## config.mk

```make
export PLATFORM = sky130hd
export DESIGN_NAME = lla_ram
export DESIGN_NICKNAME = d
export VERILOG_FILES = /design/src/life_like_automaton_step_defines.svh /design/src/lla_ram.sv
export SDC_FILE = /design/constraint.sdc
export NUM_CORES = 1
export LEC_CHECK = 0
export BUFFER_PORTS_ARGS = -buffer_cell sky130_fd_sc_hd__buf_2
export CORE_UTILIZATION = 35
export CTS_CLUSTER_SIZE = 40
export DETAILED_ROUTE_END_ITERATION = 16
export PLACE_DENSITY = 0.55
export SYNTH_ARGS = -nofsm -noshare
export SYNTH_HDL_FRONTEND = slang
export SYNTH_SLANG_ARGS = --single-unit
```

## constraint.sdc

```tcl
create_clock -name clk -period 3 [get_ports clk]
set_input_delay 0.6 -clock clk [delete_from_list [all_inputs] [get_ports clk]]
set_output_delay 0.6 -clock clk [all_outputs]
set_load 0.05 [all_outputs]
```

## src/life_like_automaton_step_defines.svh

```systemverilog
// Assertion macros shared by the cell automaton RTL.
// Each macro expects signals named clk and rst_n in the scope where it is used.
`ifndef LIFE_LIKE_AUTOMATON_STEP_DEFINES_SVH
`define LIFE_LIKE_AUTOMATON_STEP_DEFINES_SVH

// Condition must hold at every clock edge outside reset
`define LLA_ASSERT_ALWAYS(name, cond, msg) \
    name: assert property (@(posedge clk) disable iff (!rst_n) (cond)) \
        else $error(msg);

// Consequent must hold in the same cycle as the antecedent
`define LLA_ASSERT_SAME(name, ante, cons, msg) \
    name: assert property (@(posedge clk) disable iff (!rst_n) (ante) |-> (cons)) \
        else $error(msg);

// Consequent must hold in the cycle after the antecedent
`define LLA_ASSERT_NEXT(name, ante, cons, msg) \
    name: assert property (@(posedge clk) disable iff (!rst_n) (ante) |=> (cons)) \
        else $error(msg);

`endif

```

## src/lla_ram.sv

```systemverilog
// Generic single-write, single-read synchronous RAM with registered read data.
// No dependencies.
`default_nettype none

module lla_ram #(
    parameter int WIDTH = 8,
    parameter int DEPTH = 64,
    localparam int AW   = $clog2(DEPTH)
) (
    input  wire logic             clk,
    input  wire logic             we,
    input  wire logic [AW-1:0]    waddr,
    input  wire logic [WIDTH-1:0] wdata,
    input  wire logic [AW-1:0]    raddr,
    output logic      [WIDTH-1:0] rdata
);

    logic [WIDTH-1:0] mem [DEPTH];

    // Write port
    always_ff @(posedge clk)
    begin
        if (we)
        begin
            mem[waddr] <= wdata;
        end
    end

    // Registered read port
    always_ff @(posedge clk)
    begin
        rdata <= mem[raddr];
    end

endmodule

`default_nettype wire

```

* Word level (Yosys, flattened, before mapping)
Memory sizes are Yosys's and may differ from the RTL's. A register that Yosys moved wholly into a read port is not among the register bits.
Cells that the tools add are included.
** Storage, ports and cells
- Input bits :: 22
- Memories kept :: 1
- Bits in writable memories :: 512
- Register bits after elaboration :: 0
- Output and inout bits :: 8
- Logic and storage cells :: 3
** Operators by class
- Mux-type cells :: 2
** Memory list
- mem :: depth 64, width 8, read ports 1, clocked after Yosys merged registers in 1, wr ports 1, RTL line lla_ram.sv:18 : logic [WIDTH-1:0] mem [DEPTH];
** Operator list (number)
- $mux W1 :: 2

* Logic depth before layout (Yosys ltp)
- Depth after elaboration :: 2
- Depth in mapped cells :: 9
- Gate-level depth less buffers :: 5

* Worst setup path after synthesis
Ideal clock, no wire load.
- Path kind :: input-to-reg
- From :: input port raddr[1]
- To :: register rdata[3] (read register of mem)
- Library setup time :: 0.128 ns
- Required time :: 2.872 ns
- Stages on the path :: 7
- Slack :: 0.732 ns
- Arrival time :: 2.140 ns
- Path buffers :: 3
- Path through :: buf_4 -> buf_2 -> buf_2 -> mux4_2 -> mux4_2 -> o21ai_1 -> o41ai_1
** RTL lines
- from (decl) :: RTL line lla_ram.sv:14 : input wire logic [AW-1:0] raddr,
- to (decl) :: RTL line lla_ram.sv:15 : output logic [WIDTH-1:0] rdata

==> results.yml <==
setup_path:
  cp_max_fo: 26
  critPathKind: "input port to flop"
  cp-startpoint: "raddr[0]"
  path_cells: "clkbuf_8 > mux4_2 > mux2_2 > o221a_2 > nor3_1 > o32ai_1"
  crit_slowest_cell: "mux4_2"
  critPathMaxStageDelay_ns: 0.57
  cp_data_required_time_ns: 3.44
  critPathArrivalTime_ns: 2.80
  r2r-start: "mem[16][4]"
  worstSetupEndpointType: "flop"
  startpoint_type: "input port"
power:
  clkPwrFrac_pct: 41.7
  power_switching_share_pct: 21.13
  p_seq_share_pct: 52.8
  p_int_mw: 12.04
  p_switching_mw: 3.227
  power.density_nw_per_um2: 648.0
  combPwrFrac_pct: 5.5
  vdd_ir_drop_max_v: 0.0003817
  power.leakage_nw: 7.503
sta:
  tightest_slew_ns: 1.162
  finalMaxSlewViolations: 0
  skew_ns: 0.01419
  timing.hold.ws_ns: 0.4486
  max_freq_ghz: 0.4235
  fin_tns_setup_ns: 0
  hold_viol_final: 0
  fin_crit_sh_pct: 78.71
  rsz0062_at_grt: "false"
  slew_headroom_pct: 22.55
  setup_violations: 0
  finalCriticalPeriod_ns: 2.361
logic_synthesis:
  synth_common_cells: "512 x edfxtp_1, 126 x mux4_2, 83 x nor2_1"
  synth_top_area_cell: "edfxtp_1"
  yosysWarnings: 0
  synth_top_flop_cell: "edfxtp_1"
  synthTopCellsByArea: "edfxtp_1 76%, mux4_2 14%, nor2_1 1.5%"
  synth_edf_count: 512
  synth_seq_cells: 520
  synthArstFlopShare_pct: 0
  syn_area_per_cell_um2: 21.45
  synth_cells: 940
  yosysMostFrequentCell: "edfxtp_1"
  synth_area_um2: 20170
  synthesis.nets: 962
  synth_top_area_share_pct: 76.24
  yosysUniqueCellTypes: 40
  ys_seq_area_share_pct: 77.03
routing:
  wl_met3_mm: 2.822
  viasPerCell: 5.259
  m1WireLength_mm: 21.06
  drc: 0
  dr_wl_met2_mm: 23.44
  drt-total-wl_mm: 48.51
  drtIter0Drc: 914
  route.top_layer_used: "met5"
  dr.pass1.iters: 5
  wl_per_cell_um: 25.77
  dr_total_vias: 9898
  postRouteAntennaNets: 0
cells_and_area:
  diodes: 0
  stdcell_area_um2: 23560
  drive_gt1_share_pct: 31.44
  syn_to_final_growth_pct: 16.84
  final_nets: 1107
global_route:
  grt_max_degree: 65
  groute.usage.overall_pct: 16.84
  grt_pass1_wl_mm: 71.63
  grt_pass1_vias: 10280
  antenna_found_initial: 1
  grt_overflow: 0
placement:
  place.gp.congestion: 0.7775
  hpwl_mm: 30.76
  dpl_cell_area_um2: 21900
  port_buffers: 29
floorplan:
  io_pins: 30
  core_area_um2: 56710
  die_w_um: 242.0
  die_y_um: 242.0
  std_cell_rows: 87
  die-area_um2: 58580
  start_util_pct: 35.56
flow_run:
  drv_cap: 0
clock_network:
  cts_inserted_buffers: 52
  cts_tree: "yes"
  numClockSinks: 520
  ctsResizeCount: 0
  cts_root_buf: "clkbuf_16"
  cts.path.max_buffers: 3
  post_cts_buffers: 0
  h-tree-depth: 2
  clk_pin_slew_ns: 0.06
  clk_latency_ns: 0.60
  ctsHoldBuffers: 0
min_path:
  hp-class: "input port to flop"
  hold_start: "raddr[5]"
run_status:
  outcome: "finished, final reports clean"
==> cells by family (layout without fill, tap and decap cells) <==
kind of cell	Yosys count	after routing	synth area share, %
DFF	520	520	77.03
muxes	162	162	15.94
and+or+nand+nor	153	153	3.387
AOI/OAI and AO/OA	54	54	2.072
buffers and inverters	51	237	1.570
==> worst paths after layout <==
kind,depth (start not counted),end,slack (ns)
max,6,rdata[4],0.64
min,3,rdata[1],0.45
max reg2reg,5,rdata[4],0.76
min reg2reg,4,rdata[0],0.83
==> through the flow <==
stage / utilization (%) / power (mW) / instances / worst slack (ns)
floorplan: - / 8.686 / 940 / 0.7323
global placement: 38.62 / 9.062 / 1787 / 0.01129
detailed placement: 38.62 / 9.075 / 1787 / 0.02338
CTS: 41.55 / 15.40 / 1882 / 0.6549
global route: 41.55 / 15.68 / 1882 / 0.5439
finish: 41.55 / 15.27 / 1882 / 0.6388
==> placed cells by master, fill, tap and decap left out, types with 5 or more instances in the layout <==
master,Yosys,final
nor3_1,7,7
buf_2,11,26
nor2b_1,14,14
o22ai_1,8,8
dfxtp_1,8,8
nand3_1,13,13
clkinv_1,0,12
a221oi_1,6,6
buf_4,13,107
nor2_1,83,83
clkbuf_16,0,52
edfxtp_1,512,512
nand2b_1,7,7
buf_12,2,8
mux2i_1,23,23
clkbuf_1,17,12
clkinv_2,0,7
nand2_1,19,19
o221ai_1,8,8
bufinv_16,0,5
mux2_2,13,13
mux4_2,126,126
==> metal layers <==
| layer | vias up | track usage, % |
|---|---|---|
| met3 | 70 | 3.080 |
| met5 | - | 0 |
| met4 | 2 | 5.417 |
| met1 | 5323 | 23.38 |
| met2 | 286 | 26.87 |
| li1 | 4217 | - |
==> sequential cells by signal, indices dropped and copies added (netlist names) <==
| register | count |
|---|---|
| mem | 512 |
| rdata | 8 |
==> area by class of cell <==
cell class              instances  area [um^2]
well taps                     756        945.9
clock buffers                  67         1388
clock inverters                28        271.5
flip-flops and latches        520        15530
multi-input cells             369         4315
fillers                      4950        33150
repair buffers                142         1107
==> worst max-delay path: cells and delay by family <==
family,cells,cell delay (ns)
mux,2,0.86
simple gates,1,0.49
compound gates,2,0.46
buf+inv,1,0.35
==> power groups by stage <==
| stage | combinational [mW] | clock [mW] | sequential (mW) |
|---|---|---|---|
| 2_1_floorplan | 0.429 | 0 | 8.26 |
| 3_3_place_gp | 0.839 | 0 | 8.22 |
| 3_5_place_dp | 0.851 | 0 | 8.22 |
| 4_1_cts | 0.851 | 6.48 | 8.07 |
| 5_1_grt | 0.893 | 6.72 | 8.07 |
| 6_report | 0.837 | 6.36 | 8.07 |
Power figures use the tool's default switching activity.
